**src/hw/rtl/srec_pkg.sv**
```systemverilog
// Shared types and constants for the S-record line parser.
// Used by the front, back, top level and checker; no dependencies.
package srec_pkg;

    localparam int QUEUE_DEPTH = 2;

    localparam logic [7:0] CH_S  = 8'h53;
    localparam logic [7:0] CH_NL = 8'h0A;
    localparam logic [7:0] CH_0  = 8'h30;
    localparam logic [7:0] CH_9  = 8'h39;
    localparam logic [7:0] CH_4  = 8'h34;
    localparam logic [7:0] CH_A  = 8'h41;
    localparam logic [7:0] CH_F  = 8'h46;

    localparam logic [3:0] HEX_A_VAL   = 4'hA;
    localparam logic [7:0] SUM_OK      = 8'hFF;
    localparam logic [3:0] TYPE_BANNED = 4'd4;
    localparam logic [3:0] TYPE_MAX    = 4'd9;

    localparam logic KIND_DATA   = 1'b0;
    localparam logic KIND_STATUS = 1'b1;

    typedef enum logic [2:0] {
        ST_OK       = 3'd0,
        ST_BAD_HEX  = 3'd1,
        ST_CHECKSUM = 3'd2,
        ST_COUNT    = 3'd3,
        ST_NOT_REC  = 3'd4
    } t_status;

    // classified character, front -> back
    typedef struct packed {
        logic       eol;
        logic       is_s;
        logic       type_ok;
        logic [3:0] digit;
        logic       hex_ok;
        logic [3:0] hex;
    } t_tok;

    typedef struct packed {
        logic        kind;
        t_status     status;
        logic [3:0]  rtype;
        logic [31:0] address;
        logic [7:0]  data;
        logic [7:0]  index;
    } t_res;

endpackage

```
**src/hw/rtl/srec_fifo.sv**
```systemverilog
// Small register queue, generic width and depth.
// No package dependencies.
module srec_fifo #(
    parameter int WIDTH = 8,
    parameter int DEPTH = 2
) (
    input  logic             i_clk,
    input  logic             i_rst_n,
    input  logic             i_wr,
    input  logic [WIDTH-1:0] i_wdata,
    input  logic             i_rd,
    output logic [WIDTH-1:0] o_rdata,
    output logic             o_full,
    output logic             o_empty
);
    localparam int AW = (DEPTH > 1) ? $clog2(DEPTH) : 1;
    localparam int CW = $clog2(DEPTH + 1);

    logic [WIDTH-1:0] r_mem [DEPTH];
    logic [AW-1:0]    r_wp, r_rp, n_wp, n_rp;
    logic [CW-1:0]    r_cnt, n_cnt;
    logic             wr_en, rd_en;

    assign o_full  = (r_cnt == CW'(DEPTH));
    assign o_empty = (r_cnt == '0);
    assign wr_en   = i_wr && !o_full;
    assign rd_en   = i_rd && !o_empty;
    assign o_rdata = r_mem[r_rp];

    always_comb begin
        n_wp  = r_wp;
        n_rp  = r_rp;
        n_cnt = r_cnt;
        if (wr_en) begin
            n_wp = (r_wp == AW'(DEPTH - 1)) ? '0 : r_wp + 1'b1;
        end
        if (rd_en) begin
            n_rp = (r_rp == AW'(DEPTH - 1)) ? '0 : r_rp + 1'b1;
        end
        case ({wr_en, rd_en})
            2'b10:   n_cnt = r_cnt + 1'b1;
            2'b01:   n_cnt = r_cnt - 1'b1;
            default: n_cnt = r_cnt;
        endcase
    end

    always_ff @(posedge i_clk) begin
        if (!i_rst_n) begin
            r_wp  <= '0;
            r_rp  <= '0;
            r_cnt <= '0;
        end else begin
            r_wp  <= n_wp;
            r_rp  <= n_rp;
            r_cnt <= n_cnt;
        end
    end

    always_ff @(posedge i_clk) begin
        if (wr_en) begin
            r_mem[r_wp] <= i_wdata;
        end
    end

endmodule

```
**src/hw/rtl/srec_front.sv**
```systemverilog
// Front end: classifies each character (line end, 'S', type digit, hex)
// and queues the token. Depends on srec_pkg and srec_fifo.
module srec_front
    import srec_pkg::*;
#(
    parameter int DEPTH = QUEUE_DEPTH
) (
    input  logic       i_clk,
    input  logic       i_rst_n,
    input  logic       i_push,
    input  logic [7:0] i_ch,
    input  logic       i_end_of_file,
    output logic       o_full,
    input  logic       i_tok_rd,
    output t_tok       o_tok,
    output logic       o_tok_valid
);
    t_tok       tok;
    logic       is_dec, is_af;
    logic [7:0] af_off;
    logic       tok_empty;

    always_comb begin
        is_dec       = (i_ch >= CH_0) && (i_ch <= CH_9);
        is_af        = (i_ch >= CH_A) && (i_ch <= CH_F);
        af_off       = i_ch - CH_A;
        tok.eol      = i_end_of_file || (i_ch == CH_NL);
        tok.is_s     = (i_ch == CH_S);
        tok.type_ok  = is_dec && (i_ch != CH_4);
        tok.digit    = i_ch[3:0];
        tok.hex_ok   = is_dec || is_af;
        tok.hex      = is_dec ? i_ch[3:0] : (af_off[3:0] + HEX_A_VAL);
    end

    srec_fifo #(
        .WIDTH ($bits(t_tok)),
        .DEPTH (DEPTH)
    ) u_tok_q (
        .i_clk   (i_clk),
        .i_rst_n (i_rst_n),
        .i_wr    (i_push),
        .i_wdata (tok),
        .i_rd    (i_tok_rd),
        .o_rdata (o_tok),
        .o_full  (o_full),
        .o_empty (tok_empty)
    );

    assign o_tok_valid = !tok_empty;

endmodule

```
**src/hw/rtl/srec_back.sv**
```systemverilog
// Back end: record parser state machine over classified tokens, plus the
// result queue. Depends on srec_pkg and srec_fifo.
module srec_back
    import srec_pkg::*;
#(
    parameter int DEPTH = QUEUE_DEPTH
) (
    input  logic i_clk,
    input  logic i_rst_n,
    input  t_tok i_tok,
    input  logic i_tok_valid,
    output logic o_tok_rd,
    input  logic i_pop,
    output t_res o_res,
    output logic o_empty
);
    typedef enum logic [3:0] {
        PH_WAIT_S, PH_TYPE, PH_COUNT, PH_ADDR, PH_DATA, PH_CHECKSUM, PH_EOL,
        PH_SKIP_HEX, PH_SKIP_CHK, PH_SKIP_CNT, PH_SKIP_NOTREC
    } t_phase;

    t_phase      r_phase, n_phase;
    logic [3:0]  r_type, n_type;
    logic [7:0]  r_count, n_count;
    logic [31:0] r_addr, n_addr;
    logic [3:0]  r_hi, n_hi;
    logic        r_second, n_second;
    logic [7:0]  r_left, n_left;
    logic [7:0]  r_sum, n_sum;
    logic [7:0]  r_pos, n_pos;

    logic        go, res_full, res_wr;
    t_res        res;
    logic [7:0]  b, sum_b, len8, left_dec, data_len;
    logic [2:0]  len;

    assign go       = i_tok_valid && !res_full;
    assign o_tok_rd = go;

    always_comb begin
        case (r_type)
            4'd2, 4'd6, 4'd8: len = 3'd3;
            4'd3, 4'd7:       len = 3'd4;
            default:          len = 3'd2;
        endcase
        len8     = {5'b0, len};
        b        = {r_hi, i_tok.hex};
        sum_b    = r_sum + b;
        left_dec = r_left - 8'd1;
        data_len = r_count - len8 - 8'd1;

        n_phase  = r_phase;
        n_type   = r_type;
        n_count  = r_count;
        n_addr   = r_addr;
        n_hi     = r_hi;
        n_second = r_second;
        n_left   = r_left;
        n_sum    = r_sum;
        n_pos    = r_pos;

        res_wr       = 1'b0;
        res.kind     = KIND_DATA;
        res.status   = ST_OK;
        res.rtype    = r_type;
        res.address  = r_addr;
        res.data     = b;
        res.index    = r_pos;

        if (go) begin
            if (i_tok.eol) begin
                // empty lines close silently
                if (r_phase != PH_WAIT_S) begin
                    res_wr   = 1'b1;
                    res.kind = KIND_STATUS;
                    res.data = 8'd0;
                    case (r_phase)
                        PH_COUNT, PH_ADDR, PH_DATA, PH_CHECKSUM,
                        PH_SKIP_HEX: res.status = ST_BAD_HEX;
                        PH_EOL:      res.status = ST_OK;
                        PH_SKIP_CHK: res.status = ST_CHECKSUM;
                        PH_SKIP_CNT: res.status = ST_COUNT;
                        default:     res.status = ST_NOT_REC;
                    endcase
                end
                n_phase  = PH_WAIT_S;
                n_type   = '0;
                n_count  = '0;
                n_addr   = '0;
                n_hi     = '0;
                n_second = 1'b0;
                n_left   = '0;
                n_sum    = '0;
                n_pos    = '0;
            end else begin
                case (r_phase)
                    PH_WAIT_S: begin
                        n_phase = i_tok.is_s ? PH_TYPE : PH_SKIP_NOTREC;
                    end
                    PH_TYPE: begin
                        if (i_tok.type_ok) begin
                            n_type  = i_tok.digit;
                            n_phase = PH_COUNT;
                        end else begin
                            n_phase = PH_SKIP_NOTREC;
                        end
                    end
                    PH_EOL: begin
                        n_phase = PH_SKIP_CNT;
                    end
                    PH_COUNT, PH_ADDR, PH_DATA, PH_CHECKSUM: begin
                        if (!i_tok.hex_ok) begin
                            n_phase = PH_SKIP_HEX;
                        end else if (!r_second) begin
                            n_hi     = i_tok.hex;
                            n_second = 1'b1;
                        end else begin
                            n_second = 1'b0;
                            n_sum    = sum_b;
                            case (r_phase)
                                PH_COUNT: begin
                                    n_count = b;
                                    if (b < len8 + 8'd1) begin
                                        n_phase = PH_SKIP_CNT;
                                    end else begin
                                        n_left  = len8;
                                        n_phase = PH_ADDR;
                                    end
                                end
                                PH_ADDR: begin
                                    n_addr = {r_addr[23:0], b};
                                    if (left_dec == 8'd0) begin
                                        n_left  = data_len;
                                        n_pos   = 8'd0;
                                        n_phase = (data_len == 8'd0) ? PH_CHECKSUM : PH_DATA;
                                    end else begin
                                        n_left = left_dec;
                                    end
                                end
                                PH_DATA: begin
                                    res_wr = 1'b1;
                                    n_pos  = r_pos + 8'd1;
                                    n_left = left_dec;
                                    if (left_dec == 8'd0) begin
                                        n_phase = PH_CHECKSUM;
                                    end
                                end
                                default: begin
                                    n_phase = (sum_b == SUM_OK) ? PH_EOL : PH_SKIP_CHK;
                                end
                            endcase
                        end
                    end
                    default: begin
                        n_phase = r_phase;
                    end
                endcase
            end
        end
    end

    always_ff @(posedge i_clk) begin
        if (!i_rst_n) begin
            r_phase  <= PH_WAIT_S;
            r_type   <= '0;
            r_count  <= '0;
            r_addr   <= '0;
            r_hi     <= '0;
            r_second <= 1'b0;
            r_left   <= '0;
            r_sum    <= '0;
            r_pos    <= '0;
        end else begin
            r_phase  <= n_phase;
            r_type   <= n_type;
            r_count  <= n_count;
            r_addr   <= n_addr;
            r_hi     <= n_hi;
            r_second <= n_second;
            r_left   <= n_left;
            r_sum    <= n_sum;
            r_pos    <= n_pos;
        end
    end

    srec_fifo #(
        .WIDTH ($bits(t_res)),
        .DEPTH (DEPTH)
    ) u_res_q (
        .i_clk   (i_clk),
        .i_rst_n (i_rst_n),
        .i_wr    (res_wr),
        .i_wdata (res),
        .i_rd    (i_pop),
        .o_rdata (o_res),
        .o_full  (res_full),
        .o_empty (o_empty)
    );

endmodule

```
**src/hw/rtl/srec_line_parser_core.sv**
```systemverilog
// S-record line parser top level: front classifier, token queue, parser, result queue.
// An accepted character is registered in the token queue; the parser then writes its
// result to the result queue, from which it is popped. Throughput: one character per
// cycle, set by the single-step parser state machine, while the result queue has room.
// Reset: synchronous, active low; empties both queues and returns the parser to line start.
// Depends on srec_pkg, srec_front, srec_back.
module srec_line_parser_core
    import srec_pkg::*;
#(
    parameter int DEPTH = QUEUE_DEPTH
) (
    input  logic        i_clk,
    input  logic        i_rst_n,
    input  logic        push,
    output logic        full,
    input  logic [7:0]  i_ch,
    input  logic        i_end_of_file,
    output logic        empty,
    input  logic        pop,
    output logic        o_kind,
    output logic [2:0]  o_status,
    output logic [3:0]  o_record_type,
    output logic [31:0] o_address,
    output logic [7:0]  o_data_byte,
    output logic [7:0]  o_byte_index
);
    t_tok tok;
    logic tok_valid, tok_rd;
    t_res res;

    srec_front #(.DEPTH(DEPTH)) u_front (
        .i_clk         (i_clk),
        .i_rst_n       (i_rst_n),
        .i_push        (push),
        .i_ch          (i_ch),
        .i_end_of_file (i_end_of_file),
        .o_full        (full),
        .i_tok_rd      (tok_rd),
        .o_tok         (tok),
        .o_tok_valid   (tok_valid)
    );

    srec_back #(.DEPTH(DEPTH)) u_back (
        .i_clk       (i_clk),
        .i_rst_n     (i_rst_n),
        .i_tok       (tok),
        .i_tok_valid (tok_valid),
        .o_tok_rd    (tok_rd),
        .i_pop       (pop),
        .o_res       (res),
        .o_empty     (empty)
    );

    assign o_kind        = res.kind;
    assign o_status      = res.status;
    assign o_record_type = res.rtype;
    assign o_address     = res.address;
    assign o_data_byte   = res.data;
    assign o_byte_index  = res.index;

endmodule

```
**config.mk**
```make
export PLATFORM = sky130hd
export DESIGN_NAME = srec_line_parser_core
export DESIGN_NICKNAME = d
export VERILOG_FILES = /design/src/hw/rtl/srec_pkg.sv /design/src/hw/rtl/srec_fifo.sv /design/src/hw/rtl/srec_front.sv /design/src/hw/rtl/srec_back.sv /design/src/hw/rtl/srec_line_parser_core.sv
export SDC_FILE = /design/constraint.sdc
export NUM_CORES = 1
export LEC_CHECK = 0
export ABC_AREA = 1
export BUFFER_PORTS_ARGS = -buffer_cell sky130_fd_sc_hd__buf_4
export CORE_MARGIN = 2
export CORE_UTILIZATION = 45
export CTS_CLUSTER_DIAMETER = 60
export DETAILED_ROUTE_END_ITERATION = 16
export PLACE_DENSITY_LB_ADDON = 0.15
export SETUP_SLACK_MARGIN = 0.5
export SLEW_MARGIN = 20
export SYNTH_ARGS = -nofsm -noshare
export SYNTH_HDL_FRONTEND = slang
export SYNTH_SLANG_ARGS = --single-unit
```
**constraint.sdc**
```tcl
create_clock -name i_clk -period 4.9 [get_ports i_clk]
set_input_delay 0.245 -clock i_clk [delete_from_list [all_inputs] [get_ports i_clk]]
set_output_delay 0.245 -clock i_clk [all_outputs]
set_load 0.01 [all_outputs]
```
# Word level (Yosys, flattened, before mapping)
# Memory sizes are Yosys's and may differ from the RTL's. A register that Yosys moved wholly into a read port is not among the register bits.
# Cells that the tools add are included.
# W data, S select, Z words.
[totals]
latchBits = 0
out_inout_bits = 58
ram_bits = 136
in_bits = 13
n_memories = 3
reg_bits = 85
word_cells = 191
romBits = 48
[op_classes]
n_addsub = 16
n_shift = 0
n_mul = 0
n_reduce_logical = 44
bitwise = 0
magnitude_cmp = 5
mux = 81
div = 0
n_eq_ne = 27
[memory_table]
columns = ["memory", "depth", "width", "read_ports", "rd_ports_with_merged_regs", "wr", "line", "rtl"]
rows = [
  ["u_back.u_res_q.r_mem", 2, 56, 1, 1, 1, "srec_fifo.sv:19", "logic [WIDTH-1:0] r_mem [DEPTH];"],
  ["(name not given)", 16, 3, 1, 1, 0, "srec_back.sv:77", "case (r_phase)"],
  ["u_front.u_tok_q.r_mem", 2, 12, 1, 1, 1, "srec_fifo.sv:19", ""],
]
[op_table]
columns = ["cell", "count"]
rows = [
  ["$mux W8", 23],
  ["$mux W32", 5],
  ["$mux W4", 22],
  ["$mux W1", 24],
  ["$pmux W8 S3", 1],
  ["$eq A4 B3 Y1 const B", 5],
  ["$reduce_bool A2 Y1", 9],
  ["$eq A4 B2 Y1 const B", 4],
  ["$logic_not A8 Y1", 2],
  ["$pmux W4 S4", 1],
  ["$pmux W8 S2", 1],
  ["$sub A8 B1 Y8 const B", 2],
  ["$reduce_and A5 Y1", 3],
  ["$pmux W4 S3", 1],
  ["$reduce_and A6 Y1", 2],
  ["$ne A5 B5 Y1 const B", 2],
  ["$add A8 B1 Y8 const B", 1],
  ["$add A8 B8 Y8", 1],
  ["$eq A2 B2 Y1 const B", 4],
  ["$eq A8 B4 Y1 const B", 1],
  ["$eq A8 B7 Y1 const B", 1],
  ["$eq A8 B8 Y1 const B", 1],
  ["$ge A8 B6 Y1 const B", 1],
  ["$ge A8 B7 Y1 const B", 1],
  ["other kinds (33)", 55],
]

# Longest topological paths before layout
# Gate-level depths: netlist of the first run.
[depth]
depth_word = 15
depth_mapped = 26
depth_no_buf = 25

# Hierarchy
# From an unflattened synthesis of the first run, not the netlist that was laid out.
[unflattened]
cells_unflattened = 1023
area_unflattened_um2 = 10565.1
[by_module_without_submodules]
columns = ["module", "instances", "seq_area_each_um2", "area_each_um2", "cells_per_inst"]
rows = [
  ["srec_back", 1, 1601.5, 4668.2, 676],
  ["srec_fifo at u_back.u_res_q", 1, 3463.3, 4454.3, 214],
  ["srec_fifo at u_front.u_tok_q", 1, 820.8, 1131.1, 77],
  ["srec_front", 1, 0.0, 311.5, 56],
]

# Worst setup path before layout of the first run
# OpenSTA, ideal clock, no wires.
[synth_timing]
path_kind = "reg-to-reg"
from = "reg (tool-made name)"
to = "mem u_back.u_res_q.r_mem[0][0] in the netlist's numbering, enable pin"
required_ns = 4.430
path_buffers = 0
setup_slack_ns = 0.910
arrival_ns = 3.520
stages_incl_launch_ff = 9
period_less_slack_ns = 3.990
setup_time_ns = 0.470
cell_sequence = "dfxtp_1 nand2_1 nand2_1 inv_2 nor2_1 o21ai_2 inv_2 a41oi_1 nor2_1"
[synth_lines]
columns = ["element", "line"]
rows = [
  ["to (decl)", "srec_fifo.sv:19"],
]

==> flow_summary.json, run 1 <==
{
  "wire_per_inst_um": 14.9,
  "cap_violations": 0,
  "cp_max_fo": 15,
  "multi_input_area_um2": 3690,
  "die_w_um": 154,
  "io_pins": 71,
  "arrival_ps": 3990,
  "final_cells": 1373,
  "first_pass_iters": 5,
  "die-area_um2": 23700,
  "avgSynthCellArea_um2": 10.1,
  "synthCells": 998,
  "mostFrequentLayoutCell": "nand2_1",
  "synth.top_cell.area_share_pct": 40.4,
  "core_area_um2": 22000,
  "async_flop_share_pct": 0,
  "setup.worst_path.end_class": "register",
  "antenna_cells": 0,
  "startpoint_type": "register",
  "nets": 1117,
  "fin_skew_ps": 13.5,
  "regArea_um2": 5890,
  "setup_tns_ps": 0,
  "ys.flop_type": "edfxtp_1",
  "grt_pass1_wl_um": 33400,
  "drive_above_1_share_pct": 20.9,
  "run_status": "finished, final reports clean",
  "rows": 54,
  "syn_nets": 1040,
  "p_leak_nw": 4.69,
  "max_freq_mhz": 281,
  "ys_warn_count": 0,
  "worst_slew_pin_slew_ps": 1040,
  "start_util_pct": 46.1,
  "drc": 0,
  "synth_edf_count": 136,
  "ys_seq_elements": 226,
  "drt_iter0_drc": 465,
  "syn-cell-area_um2": 10100,
  "routabilityCongestion": 0.836,
  "cts_sinks": 226,
  "root_buffer": "clkbuf_16",
  "setup_violations": 0,
  "ys_types": 51,
  "die_y_um": 154,
  "yosysTopAreaCell": "edfxtp_1",
  "hold_class": "in2reg",
  "grt_pass1_vias": 6590,
  "postCtsSetupBuffers": 0,
  "postCtsResizedCells": 0,
  "htree_levels": 1,
  "rsz0062_at_grt": "no",
  "cts_buffer_depth": 3,
  "insertion_delay_ps": 510,
  "critPathKind": "reg2reg",
  "power_density_nw_per_um2": 534,
  "postRouteAntennaNets": 0,
  "whs_ps": 46.2,
  "dpl.cell_count": 1324,
  "grt_start_max_net_pins": 57,
  "place_hpwl_um": 13900,
  "finalHoldViolations": 0,
  "ir_worst_vdd_mv": 0.264,
  "period_share_pct": 72.5,
  "grt_usage_pct": 17.3,
  "vias": 6940,
  "synth_area_leaders": "edfxtp_1, dfxtp_1, nand2_1, mux2_2, inv_1",
  "via_per_inst": 5.05,
  "most-common-layout-cells": "nand2_1, edfxtp_1, inv_1, dfxtp_1, nor2_1",
  "clk_pin_slew_ps": 60,
  "syn2layout_area_growth_pct": 17.2,
  "synth_seq_area_share_pct": 58.2,
  "cts_buffers": 25,
  "period_needed_ps": 3550,
  "wl_um": 20500,
  "antenna_found_initial": 0,
  "cts_tree": "built",
  "overflow": 0,
  "place.port_buffers": 70,
  "maxSlewViolCount": 0,
  "fill_cells": 1939,
  "required_ps": 5340,
  "slew_headroom_pct": 30.7,
  "cts_hold_buf": 4
}
-- registers in the layout (all words and copies together) (netlist names), 2 cells and up, named ones only --
signal,count
u_front.u_tok_q.r_mem,24
u_back.r_left,8
u_back.r_sum,8
u_back.r_type,4
u_back.u_res_q.r_mem,112
u_back.r_addr,32
u_front.u_tok_q.r_cnt,2
u_back.r_phase,4
u_back.r_pos,8
u_back.u_res_q.r_cnt,2
u_back.r_count,8
u_back.r_hi,4
-- power breakdown --
part	internal [mW]	switching, mW
registers	2.31	0.157
logic	0.727	1.20
clock network	1.20	0.739
total	4.23	2.09
-- cell usage after synthesis (all sizes together), types with 2 or more instances --
library cell,count
nor3b,2
mux2,56
or2,6
clkbuf,17
fa,2
ha,27
dfxtp,90
nand4,7
a21oi,79
a31oi,6
xor2,8
inv,110
nor3,9
nand3,56
nor2,100
xnor2,3
a211oi,4
nand2,200
nor4,3
o21ai,50
edfxtp,136
buf,13
o22ai,3
-- routing by layer --
layer	GRT usage (%)	share of wire, %
met1	23.1	47
met2	29.7	48
met3	2.45	3.7
met4	4.49	1.6
met5	0	0
-- worst max-delay path, cell delays in order, from the launching register on --
cell and delay, ps:
dfxtp_1 580, inv_2 190, nand2_1 90, nand2_1 350, inv_2 420, nor2_1 110, o21ai_2 150, inv_2 170
a41oi_1 600, ha_1 350, inv_1 80, nand2_1 60, nor2_1 110, o21ai_0 90, a21oi_1 120
-- path summary, 6_finish.rpt --
| check | end | depth (start not counted) | slack [ps] | start |
|---|---|---|---|---|
| hold reg to reg | register | 1 | 450 | u_back.u_res_q.r_rp$_SDFFE_PN0P_ |
| hold / removal | u_front.u_tok_q.r_mem[1][11]$_DFFE_PP_ | 2 | 50 | i_end_of_file |
| setup reg to reg | u_back.u_res_q.r_cnt[1]$_SDFFE_PN0P_ | 14 | 1350 | register |
| setup / recovery | u_back.u_res_q.r_cnt[1]$_SDFFE_PN0P_ | 14 | 1350 | register |
-- metrics by stage --
| stage | util [%] | worst slack, ps | area [um2] | total power [mW] |
|---|---|---|---|---|
| floorplan | - | 910 | 10100 | 3.84 |
| global placement | 49.8 | 1470 | 10900 | 4.42 |
| detailed placement | 49.8 | 1350 | 10900 | 4.44 |
| CTS | 54.0 | 1330 | 11900 | 6.39 |
| global route | 54.0 | 979 | 11900 | 6.71 |
| finish | 54.0 | 1350 | 11900 | 6.33 |
-- area by class of cell --
type                       instances  share of cell area, %
sequential                       226                   49.7
clock inverter                    16                   1.73
timing repair buffer              80                   5.36
multi-input combinational        631                   31.1
clock buffer                      29                   5.66
inverter                         111                   3.51
tap                              280                   2.95
-- cell families (layout without fill, tap and decap cells) --
logic type	Yosys count	count (layout)	share of synthesized area, %
and+or+nand+nor	384	384	16.9
DFF	226	226	58.2
AOI/OAI and AO/OA	151	151	8.47
buffers and inverters	141	236	5.54
muxes	56	56	6.23
adders and majority gates	29	29	3.73
xor gates and xnor gates	11	11	0.952
Note: power is estimated with default switching activity, not from simulation.
==> inputs of run 2 (changes only) <==
--- a/config.mk
+++ b/config.mk
@@ -5,7 +5,7 @@
 export SDC_FILE = /design/constraint.sdc
 export NUM_CORES = 1
 export LEC_CHECK = 0
-export ABC_AREA = 1
+export ABC_AREA = 0
 export BUFFER_PORTS_ARGS = -buffer_cell sky130_fd_sc_hd__buf_4
 export CORE_MARGIN = 2
 export CORE_UTILIZATION = 45
==> constraint.sdc (replaced) <==
create_clock -name i_clk -period 3.3 [get_ports i_clk]
set_input_delay 0.165 -clock i_clk [delete_from_list [all_inputs] [get_ports i_clk]]
set_output_delay 0.165 -clock i_clk [all_outputs]
set_load 0.01 [all_outputs]
==> run 2 against run 1 <==
  * Power up 33%
  * Cell area up 4.5%
  * Critical path depth down 1
  * Global-route usage up 0.95 points
  * Sequential share of layout area down 2.1 points
  * Critical path type unchanged
==> flow_summary.json, run 2 <==
{
  "grt_usage_pct": 18.2,
  "setup.worst_path.end_class": "register",
  "yosys-top-cells-count": "edfxtp_1, dfxtp_1, nand2_1",
  "slew_headroom_pct": 29.9,
  "p_switching_mw": 2.45,
  "setup_tns_ps": 0,
  "cts_sinks": 226,
  "arrival_ps": 3380,
  "p_sw_share_pct": 29.3,
  "ys_warn_count": 0,
  "worstPathCellList": "nor3b_4 -> o21bai_4 -> ha_1 -> or2_2 -> ha_4 -> nor2b_2 -> nor3_2 -> xnor2_1 -> a31oi_1 -> nor4_2 -> o21ai_1 -> a211o_1 -> o311ai_2",
  "ys.flop_type": "edfxtp_1",
  "r2r_cells": 13,
  "place_hpwl_um": 14300,
  "fin_util_pct": 55.2,
  "cp_max_fo": 6,
  "grt_pass1_wl_um": 35300,
  "vias": 6778,
  "largest_register_ffs": 112,
  "cts_buffers": 24,
  "core_area_um2": 22400,
  "root_buffer": "clkbuf_16",
  "fin_skew_ps": 9.04,
  "drive_above_1_share_pct": 27.9,
  "finalHoldViolations": 0,
  "wire_per_inst_um": 17.3,
  "power_density_nw_per_um2": 676,
  "async_flop_share_pct": 0,
  "overflow": 0,
  "avgSynthCellArea_um2": 11.9,
  "rows": 55,
  "routabilityCongestion": 0.886,
  "ir_worst_vdd_mv": 0.478,
  "insertion_delay_ps": 510,
  "combPwrFrac_pct": 26.7,
  "mostFrequentLayoutCell": "edfxtp_1",
  "rr_startpoint": "u_back.r_type[3]$_SDFFE_PN0P_",
  "dpl.cell_count": 1200,
  "die_y_um": 154,
  "hold_class": "in2reg",
  "nets": 1006,
  "wl_um": 21900,
  "pwr-share-clk_pct": 32.4,
  "io_pins": 71,
  "ys_types": 72,
  "path_delay_family": "simple AND/OR/NAND/NOR gates",
  "cpPeakStageDelay_ps": 370,
  "cap_violations": 0,
  "top_register": "u_back.u_res_q.r_mem",
  "antenna_cells": 0,
  "max_freq_mhz": 338,
  "maxSlewViolCount": 0,
  "clk_pin_slew_ps": 60,
  "startpoint_type": "register",
  "syn-cell-area_um2": 10200,
  "cts_buffer_depth": 3,
  "yosysTopAreaCell": "edfxtp_1",
  "seqPwrFrac_pct": 40.9,
  "cp_num_buf_inv": 0,
  "ys_seq_elements": 226,
  "rsz0062_at_grt": "yes",
  "run_status": "finished, final reports clean",
  "reg.largest.list": "u_back.u_res_q.r_mem (112), u_back.r_addr (32), u_front.u_tok_q.r_mem (24)",
  "internal-power_mw": 5.93,
  "first_pass_iters": 4,
  "final_cells": 1267,
  "antenna_found_initial": 0,
  "place.port_buffers": 70,
  "crit_cells": 13,
  "critPathKind": "reg2reg",
  "worstHoldStart": "i_ch[6]",
  "synthCells": 857,
  "grt_pass1_vias": 6653,
  "required_ps": 3720,
  "crit_path_top_delay_cell": "dfxtp_4",
  "yosysMostFrequentCell": "edfxtp_1",
  "synth_area_leaders": "edfxtp_1, dfxtp_1, mux2_2, ha_1, nand2_1",
  "synth_seq_area_share_pct": 57.8,
  "die-area_um2": 23900,
  "setup_violations": 0,
  "via_per_inst": 5.35,
  "syn2layout_area_growth_pct": 21.6,
  "most-common-layout-cells": "edfxtp_1, buf_4, dfxtp_1, nand2_1, mux2_2",
  "drc": 0,
  "p_leak_nw": 4.50,
  "synth.top_cell.area_share_pct": 40.1,
  "drt_iter0_drc": 399,
  "start_util_pct": 45.4,
  "period_share_pct": 89.8,
  "grt_start_max_net_pins": 54,
  "die_w_um": 154,
  "synth_edf_count": 136,
  "postRouteAntennaNets": 0,
  "cts_tree": "built",
  "period_needed_ps": 2960,
  "syn_nets": 899,
  "regToRegSetupSlack_ps": 340,
  "startpoint": "u_back.r_type[3]$_SDFFE_PN0P_",
  "worst_slew_pin_slew_ps": 1050,
  "htree_levels": 1
}
[run 2: cell types whose count changed after synthesis, sizes merged, moves of 9 or more]
cell and change:
nand2 -124, and2 +12, nor2 -59, a21oi -63, clkbuf +9, nor2b +40, nor3 +10, o21ai -36
nand3 -10, a21boi +45, inv -83, xnor2 +17, mux2i +12
[run 2: layout make-up]
type | instances | area, um2
fillers | 1938 | 10000
well taps | 285 | 357
multi-input cells | 562 | 4280
clock buffers | 34 | 679
repair buffers | 123 | 956
inverters | 27 | 101
clock inverters | 10 | 128
flip-flops and latches | 226 | 5900
[run 2: cells by family after synthesis]
| logic type | Yosys count | share of synthesized area (%) |
|---|---|---|
| multiplexers | 75 | 8.14 |
| flip-flops | 226 | 57.8 |
| buffers and inverters | 69 | 2.82 |
| adder cells (fa/ha/maj) | 29 | 3.71 |
| AO/OA/AOI/OAI | 149 | 11.0 |
| XOR/XNOR | 31 | 2.66 |
| AND/OR/NAND/NOR | 278 | 13.9 |
[run 2: repair_timing]
item,CTS,global route
cloned,0,0
setup endpoints to repair,18,45
pin swaps,16,10
setup buffers,16,2
hold buffers,5,0
resized for setup,22,12
endpoints found under the hold margin,10,0
[run 2: worst min path at each step]
stage / endpoint / depth (start not counted)
2_1_floorplan: u_front.u_tok_q.r_mem[0][5]$_DFFE_PP_ / 0
3_3_place_gp: u_front.u_tok_q.r_mem[1][6]$_DFFE_PP_ / 1
3_5_place_dp: u_front.u_tok_q.r_mem[0][6]$_DFFE_PP_ / 1
4_1_cts: u_front.u_tok_q.r_mem[0][4]$_DFFE_PP_ / 3
5_1_grt: u_front.u_tok_q.r_mem[0][4]$_DFFE_PP_ / 3
6_report: u_front.u_tok_q.r_mem[0][4]$_DFFE_PP_ / 3
[run 2: power by group through the flow]
stage               clock, mW  combinational [mW]  sequential, mW
floorplan                   0                1.47            3.38
global placement            0                2.15            3.48
detailed placement          0                2.15            3.49
CTS                      2.78                2.22            3.43
global route             2.89                2.45            3.46
finish                   2.72                2.24            3.43
[run 2: metal layers]
metal  global-route usage, %  vias to the layer above  wire length, um
met4                    5.51                        0              603
met5                       0                        -                0
met2                    30.8                      130            10300
met1                    24.5                     3261            10100
li1                        -                     3348                -
met3                    2.72                       39              839
[run 2: worst reg2reg max path, delay by kind of cell, from the launching register on]
family	cells	cell delay, ps
and+or+nand+nor	5	1030
AOI/OAI and AO/OA	5	790
adders and majority gates	2	500
DFF	1	370
xor gates and xnor gates	1	180
[run 2: per-stage QoR]
step / hold slack (ps) / area, um2 / total power [mW] / worst slack [ps]
CTS: 24.3 / 12300 / 8.43 / 376
floorplan: 264 / 10300 / 4.85 / 405
finish: 43.2 / 12400 / 8.38 / 337
detailed placement: 399 / 11300 / 5.64 / 13.7
global placement: 398 / 11300 / 5.63 / 127
global route: 61.7 / 12400 / 8.80 / 245
